===== src/sv/hfb_pkg.sv =====
// Shared types and constants of the boundary hole fill block.
`default_nettype none
package hfb_pkg;

	localparam int MAX_WIDTH_DEF  = 128;
	localparam int MAX_HEIGHT_DEF = 128;

	localparam int VAL_W      = 32;
	localparam int ACC_W      = 48;
	localparam int CNT_W      = 17;
	localparam int IDX_W      = 14;
	localparam int DIM_W      = 8;
	localparam int CFG_IDX_W  = 2;
	localparam int CFG_DATA_W = 8;

	localparam logic [CNT_W-1:0] CNT_SAT = {CNT_W{1'b1}};
	localparam logic signed [VAL_W-1:0] VAL_TOP = {1'b0, {(VAL_W-1){1'b1}}};
	localparam logic signed [VAL_W-1:0] VAL_BOT = {1'b1, {(VAL_W-1){1'b0}}};

	// Configuration register indexes.
	localparam logic [CFG_IDX_W-1:0] REG_MODE   = 2'd0;
	localparam logic [CFG_IDX_W-1:0] REG_WIDTH  = 2'd1;
	localparam logic [CFG_IDX_W-1:0] REG_HEIGHT = 2'd2;

	// Combine modes; every other code sums for the mean.
	localparam logic [1:0] MODE_MIN = 2'd0;
	localparam logic [1:0] MODE_MAX = 2'd1;

	// Input operations.
	localparam logic OP_LOAD = 1'b0;
	localparam logic OP_READ = 1'b1;

	// Neighbor directions.
	localparam logic [1:0] DIR_RIGHT = 2'd0;
	localparam logic [1:0] DIR_LEFT  = 2'd1;
	localparam logic [1:0] DIR_DOWN  = 2'd2;
	localparam logic [1:0] DIR_UP    = 2'd3;

	// Read address source of the pixel side memories.
	localparam logic [1:0] ASEL_NONE = 2'd0;
	localparam logic [1:0] ASEL_RD   = 2'd1;
	localparam logic [1:0] ASEL_P    = 2'd2;
	localparam logic [1:0] ASEL_NB   = 2'd3;

	typedef struct packed {
		logic       load;
		logic       out_ld;
		logic [1:0] asel;
		logic [1:0] dir;
		logic       scan_rst;
		logic       step;
		logic       flip;
		logic       init_wr;
		logic       lat_px;
		logic       lat_nb;
		logic       prop_wr;
		logic       root_rd;
		logic       acc_ld;
		logic       fold;
		logic       acc_wr;
		logic       div_go;
		logic       fill_wr;
		logic       pos_clr;
	} cmd_t;

	typedef struct packed {
		logic at_end;
		logic fwd;
		logic miss;
		logic lower;
		logic div_need;
		logic div_done;
		logic out_free;
	} sts_t;

endpackage
`default_nettype wire


===== src/sv/hfb_ctrl.sv =====
// Controller: input handshake and the sequence of labelling, accumulation and fill passes.
`default_nettype none
module hfb_ctrl import hfb_pkg::*; (
	input  logic clk,
	input  logic arst_n,
	input  logic in_valid,
	input  logic in_op,
	input  logic in_last,
	output logic in_ready,
	output cmd_t cmd,
	input  sts_t sts
);

	localparam logic [4:0] S_IDLE = 5'd0;
	localparam logic [4:0] S_RD   = 5'd1;
	localparam logic [4:0] S_INIT = 5'd2;
	localparam logic [4:0] S_P0   = 5'd3;
	localparam logic [4:0] S_P1   = 5'd4;
	localparam logic [4:0] S_P2   = 5'd5;
	localparam logic [4:0] S_P3   = 5'd6;
	localparam logic [4:0] S_A0   = 5'd7;
	localparam logic [4:0] S_A1   = 5'd8;
	localparam logic [4:0] S_A2   = 5'd9;
	localparam logic [4:0] S_A3   = 5'd10;
	localparam logic [4:0] S_A4   = 5'd11;
	localparam logic [4:0] S_F0   = 5'd12;
	localparam logic [4:0] S_F1   = 5'd13;
	localparam logic [4:0] S_F2   = 5'd14;
	localparam logic [4:0] S_F3   = 5'd15;
	localparam logic [4:0] S_F4   = 5'd16;

	logic [4:0] state_q, state_d;
	logic       chg_q, prev_q;
	logic [1:0] dir_q;
	logic       pass_chg;

	assign pass_chg = chg_q | sts.lower;

	always_comb begin
		cmd      = '0;
		state_d  = state_q;
		in_ready = 1'b0;
		unique case (state_q)
			S_IDLE: begin
				in_ready = 1'b1;
				if (in_valid) begin
					if (in_op == OP_LOAD) begin
						cmd.load = 1'b1;
						if (in_last) begin
							cmd.scan_rst = 1'b1;
							state_d      = S_INIT;
						end
					end else begin
						cmd.asel = ASEL_RD;
						state_d  = S_RD;
					end
				end
			end
			S_RD: begin
				if (sts.out_free) begin
					cmd.out_ld = 1'b1;
					state_d    = S_IDLE;
				end
			end
			S_INIT: begin
				cmd.init_wr = 1'b1;
				if (sts.at_end) begin
					cmd.flip = 1'b1;
					state_d  = S_P0;
				end else begin
					cmd.step = 1'b1;
				end
			end
			S_P0: begin
				cmd.asel = ASEL_P;
				state_d  = S_P1;
			end
			S_P1: begin
				cmd.lat_px = 1'b1;
				cmd.asel   = ASEL_NB;
				cmd.dir    = sts.fwd ? DIR_LEFT : DIR_RIGHT;
				state_d    = S_P2;
			end
			S_P2: begin
				cmd.lat_nb = 1'b1;
				cmd.asel   = ASEL_NB;
				cmd.dir    = sts.fwd ? DIR_UP : DIR_DOWN;
				state_d    = S_P3;
			end
			S_P3: begin
				cmd.prop_wr = 1'b1;
				if (sts.at_end) begin
					cmd.flip = 1'b1;
					// Two sweeps in a row without a change leave every region uniform.
					state_d  = (!pass_chg && !prev_q) ? S_A0 : S_P0;
				end else begin
					cmd.step = 1'b1;
					state_d  = S_P0;
				end
			end
			S_A0: begin
				cmd.asel = ASEL_P;
				state_d  = S_A1;
			end
			S_A1: begin
				if (!sts.miss) begin
					if (sts.at_end) begin
						cmd.flip = 1'b1;
						state_d  = S_F0;
					end else begin
						cmd.step = 1'b1;
						state_d  = S_A0;
					end
				end else begin
					cmd.root_rd = 1'b1;
					state_d     = S_A2;
				end
			end
			S_A2: begin
				cmd.acc_ld = 1'b1;
				cmd.asel   = ASEL_NB;
				cmd.dir    = DIR_RIGHT;
				state_d    = S_A3;
			end
			S_A3: begin
				cmd.fold = 1'b1;
				if (dir_q == DIR_UP) begin
					state_d = S_A4;
				end else begin
					cmd.asel = ASEL_NB;
					cmd.dir  = dir_q + 2'd1;
				end
			end
			S_A4: begin
				cmd.acc_wr = 1'b1;
				if (sts.at_end) begin
					cmd.flip = 1'b1;
					state_d  = S_F0;
				end else begin
					cmd.step = 1'b1;
					state_d  = S_A0;
				end
			end
			S_F0: begin
				cmd.asel = ASEL_P;
				state_d  = S_F1;
			end
			S_F1: begin
				if (!sts.miss) begin
					if (sts.at_end) begin
						cmd.pos_clr = 1'b1;
						state_d     = S_IDLE;
					end else begin
						cmd.step = 1'b1;
						state_d  = S_F0;
					end
				end else begin
					cmd.root_rd = 1'b1;
					state_d     = S_F2;
				end
			end
			S_F2: begin
				cmd.acc_ld = 1'b1;
				if (sts.div_need) begin
					cmd.div_go = 1'b1;
					state_d    = S_F3;
				end else begin
					state_d = S_F4;
				end
			end
			S_F3: begin
				if (sts.div_done) begin
					state_d = S_F4;
				end
			end
			S_F4: begin
				cmd.fill_wr = 1'b1;
				if (sts.at_end) begin
					cmd.pos_clr = 1'b1;
					state_d     = S_IDLE;
				end else begin
					cmd.step = 1'b1;
					state_d  = S_F0;
				end
			end
			default: state_d = S_IDLE;
		endcase
	end

	always_ff @(posedge clk or negedge arst_n) begin
		if (!arst_n) begin
			state_q <= S_IDLE;
			chg_q   <= 1'b0;
			prev_q  <= 1'b1;
			dir_q   <= DIR_RIGHT;
		end else begin
			state_q <= state_d;
			if (state_q == S_INIT) begin
				chg_q  <= 1'b0;
				prev_q <= 1'b1;
			end else if (state_q == S_P3) begin
				if (sts.at_end) begin
					prev_q <= pass_chg;
					chg_q  <= 1'b0;
				end else begin
					chg_q <= pass_chg;
				end
			end
			if (state_q == S_A2) begin
				dir_q <= DIR_RIGHT;
			end else if (state_q == S_A3) begin
				dir_q <= dir_q + 2'd1;
			end
		end
	end

`ifndef SYNTHESIS
	a_read_to_rd: assert property (@(posedge clk) disable iff (!arst_n)
		(in_valid && in_ready && in_op == OP_READ) |=> state_q == S_RD)
		else $error("read beat did not enter the read state");
	a_last_to_init: assert property (@(posedge clk) disable iff (!arst_n)
		(in_valid && in_ready && in_op == OP_LOAD && in_last) |=> state_q == S_INIT)
		else $error("last load beat did not start the fill");
	a_div_wait: assert property (@(posedge clk) disable iff (!arst_n)
		cmd.div_go |=> (state_q == S_F3 && !sts.div_done))
		else $error("divider start not followed by a busy wait");
	a_dir_walk: assert property (@(posedge clk) disable iff (!arst_n)
		(state_q == S_A3 && dir_q != DIR_UP) |=> dir_q == 2'($past(dir_q) + 2'd1))
		else $error("neighbor direction did not advance");
`endif

endmodule
`default_nettype wire

===== config.mk =====
export PLATFORM = sky130hd
export DESIGN_NAME = hfb_ctrl
export DESIGN_NICKNAME = d
export VERILOG_FILES = /design/src/sv/hfb_pkg.sv /design/src/sv/hfb_ctrl.sv
export SDC_FILE = /design/constraint.sdc
export NUM_CORES = 1
export LEC_CHECK = 0
export ABC_AREA = 1
export BUFFER_PORTS_ARGS = -buffer_cell sky130_fd_sc_hd__clkbuf_2
export CAP_MARGIN = 25
export CORE_ASPECT_RATIO = 0.8
export CORE_MARGIN = 4
export CORE_UTILIZATION = 49
export DETAILED_ROUTE_END_ITERATION = 10
export GPL_ROUTABILITY_DRIVEN = 0
export PLACE_DENSITY = 0.79
export SLEW_MARGIN = 10
export SYNTH_ARGS = -nofsm -noshare
export SYNTH_HDL_FRONTEND = slang
export SYNTH_SLANG_ARGS = --single-unit

===== constraint.sdc =====
create_clock -name clk -period 1.9 [get_ports clk]
set_input_delay 0.285 -clock clk [delete_from_list [all_inputs] [get_ports clk]]
set_output_delay 0.285 -clock clk [all_outputs]
set_load 0.005 [all_outputs]

==> key figures <==
Status
  • Run status: finished with violations
  • Failing checks: negative setup slack

Global route
  • Vias in the first global route: 1153
  • Met3 Usage GRT: 8.24%
  • M1 GR Usage: 31.1%
  • Largest net degree at the start of global routing: 10
  • Gr usage total: 26.7%
  • Initial antenna violation count: 0
  • Met2 usage: 45.8%
  • GRT overflow: 0
  • GRT Max-Usage Layer: met2
  • First-pass GRT wire length: 5.33 mm

Worst setup path
  • Most common cell on crit path: nor2_4
  • Slowest cell on the critical path: dfrtp_2
  • Critical Path RT: 1.62 ns
  • Crit-path max FO: 4
  • Crit-path cells: nor2_4 -> nand2_2 -> nor2_4 -> nand2_1 -> and3_1 -> a21oi_1 -> buf_2
  • Worst r2r dst: state_q[3]
  • WS Path Type: reg -> out
  • Max stage delay on crit path: 0.46 ns
  • Critical R2R Launch: state_q[1]
  • Crit path DAT: 1.67 ns
  • Critical Path Start Type: register
  • R2R depth: 10
  • Setup crit end kind: output pin
  • R2R Setup Slk: 0.27 ns

Die
  • Cell Rows: 13
  • Die height: 47.2 um
  • Core footprint: 0.00172 mm2
  • Die X: 57.0 um
  • Die area: 0.00269 mm2
  • Top Ports: 33
  • Starting Density: 54.5%

Clocking
  • Sink Count: 9
  • Root Buffer: clkbuf_4
  • Clock slew at reported path FFs: 0.08 ns
  • CTS max path bufs: 2
  • CTS H-tree depth: 1
  • TritonCTS Buffers: 3
  • CTS tree: done
  • Worst skew pair latency: 0.29 ns

Logic synthesis
  • Most numerous cell in the Yosys netlist: nand2_1
  • Unique masters post-synth: 21
  • EDFF count, synth: 0
  • Mapped Cells: 168
  • Top cells by area, synth: dfrtp_1 21%, nand2_1 20%, inv_1 12%
  • Post-synth top area share: 21.3%
  • Mux cell area share after synthesis: 0%
  • Simple-gate share of the synthesized area: 52.9%
  • Netlist Area Pre-Place: 940 um2
  • Syn_nets: 181
  • Synth warn: 0
  • #FFs+latches synth: 9
  • Compound-Gate Fraction of Synth Area: 9.72%
  • Register area share after synthesis: 24.1%
  • Synth area leader: dfrtp_1
  • Post-Synth Adder-Cell Area: 1.33%
  • Largest family of logic cells by synthesized area: simple AND/OR/NAND/NOR gates
  • Ys flop type: dfrtp_1
  • Top cells by count, synth: 50 x nand2_1, 29 x inv_1, 29 x nor2_1, 16 x nand3_1
  • Synth Area in XOR/XNOR: 0%
  • Post-Syn Area per Cell: 5.59 um2
  • Post-synth ARST share: 100%

Worst hold path
  • WHS Endpoint: state_q[4]
  • Hold path depth: 4
  • Min-delay worst type: in -> reg
  • Hold_sp: sts[2]

Pwr
  • Internal power: 925 uW
  • Psw: 1100 uW
  • Maximum vdd drop: 1210 uV
  • Tot Pwr: 2030 uW
  • Leakage power: 0.000829 uW
  • Flop pwr share: 19.3%
  • Pwr dens: 1470 mW/mm2
  • Combinational share of power: 72.7%
  • Sw frac: 54.4%
  • Clock power frac: 8.0%

STA
  • Worst clock skew: 0.0145 ns
  • Final Hold Viols: 0
  • Crit path time final: 1.96 ns
  • Max transition margin: 80.1%
  • RSZ-0062 raised after global routing: true
  • Max Clk Rate: 511 MHz
  • Final period util: 103%
  • Slew Limit Fails: 0
  • Worst slew pin tran: 0.297 ns
  • Final Setup Violations: 3
  • Worst setup margin: -0.0566 ns

Drt
  • DRC: 0
  • Initial detailed-routing violation count: 99
  • Vias: 1354
  • Vias/cell: 5.62
  • Routed wire length: 3.82 mm
  • Drt wl/cell: 15.9 um
  • Post-DRT Antenna Nets: 0
  • First-pass detailed-route iteration total: 5

Layout
  • Share of cells above drive strength 1: 40.2%
  • Fin nets: 233
  • Final instance area: 0.00138 mm2
  • Area grow syn2layout: 46.5%
  • Fill cell total of the finished layout: 116
  • Non-Filler Instances: 241
  • Antenna Cells: 0

Placed design
  • DP HPWL: 2.49 mm
  • Placed Instances: 223
  • Placed cell area: 0.00113 mm2
  • PortBufs: 32

Run
  • Max-cap check violation count: 0
-- how the worst max path moves through the flow --
stage                    start      end  depth (start not counted)
finish              state_q[1]  cmd[12]                          7
detailed placement  state_q[3]  cmd[13]                          6
floorplan           state_q[4]  cmd[12]                          6
CTS                 state_q[2]  cmd[16]                          7
global route        state_q[1]  cmd[12]                          7
global placement    state_q[1]  cmd[12]                          7
-- cell usage in the layout (no fill, tap or decap), drive strengths merged --
cell type / Yosys / final
nor2: 35 / 35
o21ai: 8 / 8
buf: 0 / 17
and3: 1 / 1
nand3: 18 / 18
o211ai: 1 / 1
a21oi: 5 / 5
inv: 30 / 30
nor3b: 1 / 1
clkinv: 0 / 1
dfrtp: 8 / 8
a31oi: 1 / 1
o2111ai: 1 / 1
nand2: 53 / 53
dfstp: 1 / 1
dlygate4sd3: 0 / 1
ha: 1 / 1
nor3: 4 / 4
clkbuf: 0 / 32
-- final cells by class --
type                    count  area [um2]  area share (%)
inverters                  30         115            8.36
flip-flops and latches      9         231            16.8
well taps                  22        27.5            2.00
repair buffers             47         275            20.0
multi-input cells         129         699            50.8
clock inverters             1        5.00           0.364
clock buffers               3        22.5            1.64
-- cells by family (layout without fill, tap and decap cells) --
family	count (synthesis)	in the layout
buf+inv	30	81
fa+ha+maj	1	1
simple gates	112	112
flops	9	9
compound gates	16	16
-- flip-flops by register name, summed over array words and instances, names as in the netlist --
signal	count
dir_q	2
chg_q	1
state_q	5
prev_q	1
-- worst max-delay path, delay by kind of cell, from the launching register on --
family,cells,cell delay (ns)
compound gates,1,0.12
simple gates,5,0.67
flops,1,0.46
buf+inv,1,0.13
-- per-layer routing --
metal  vias up  routed length (um)
li1        631                   -
met2       111                1760
met3        22                 435
met1       590                1440
met4         0                 182
met5         -                   0
-- power by group through the flow --
stage	logic, uW	registers (uW)	clock network [uW]
after detailed placement	1050	364	0
after CTS	1220	366	159
after floorplan	720	344	0
final	1470	392	162
after global placement	1040	357	0
after global routing	1570	403	176
-- stage by stage --
step	utilization, %	setup slack (ns)	setup TNS, ns	hold slack [ns]
final	79.8	-0.0566	-0.0896	0.347
after global routing	79.8	-0.0928	-0.331	0.356
after CTS	73.8	-0.00907	-0.0142	0.322
after detailed placement	65.8	0.142	0	0.156
after global placement	65.8	0.205	0	0.151
after floorplan	-	0.433	0	-0.0106
-- what timing repair did --
item / 4_1_cts / 5_1_grt
pin swaps: 6 / 7
gates resized for setup: 15 / 25
endpoints found under the setup margin: 6 / 9
hold buffers: 1 / 0
buffers inserted: 8 / 5
endpoints found under the hold margin: 8 / 0
(Power assumes the default switching activity.)
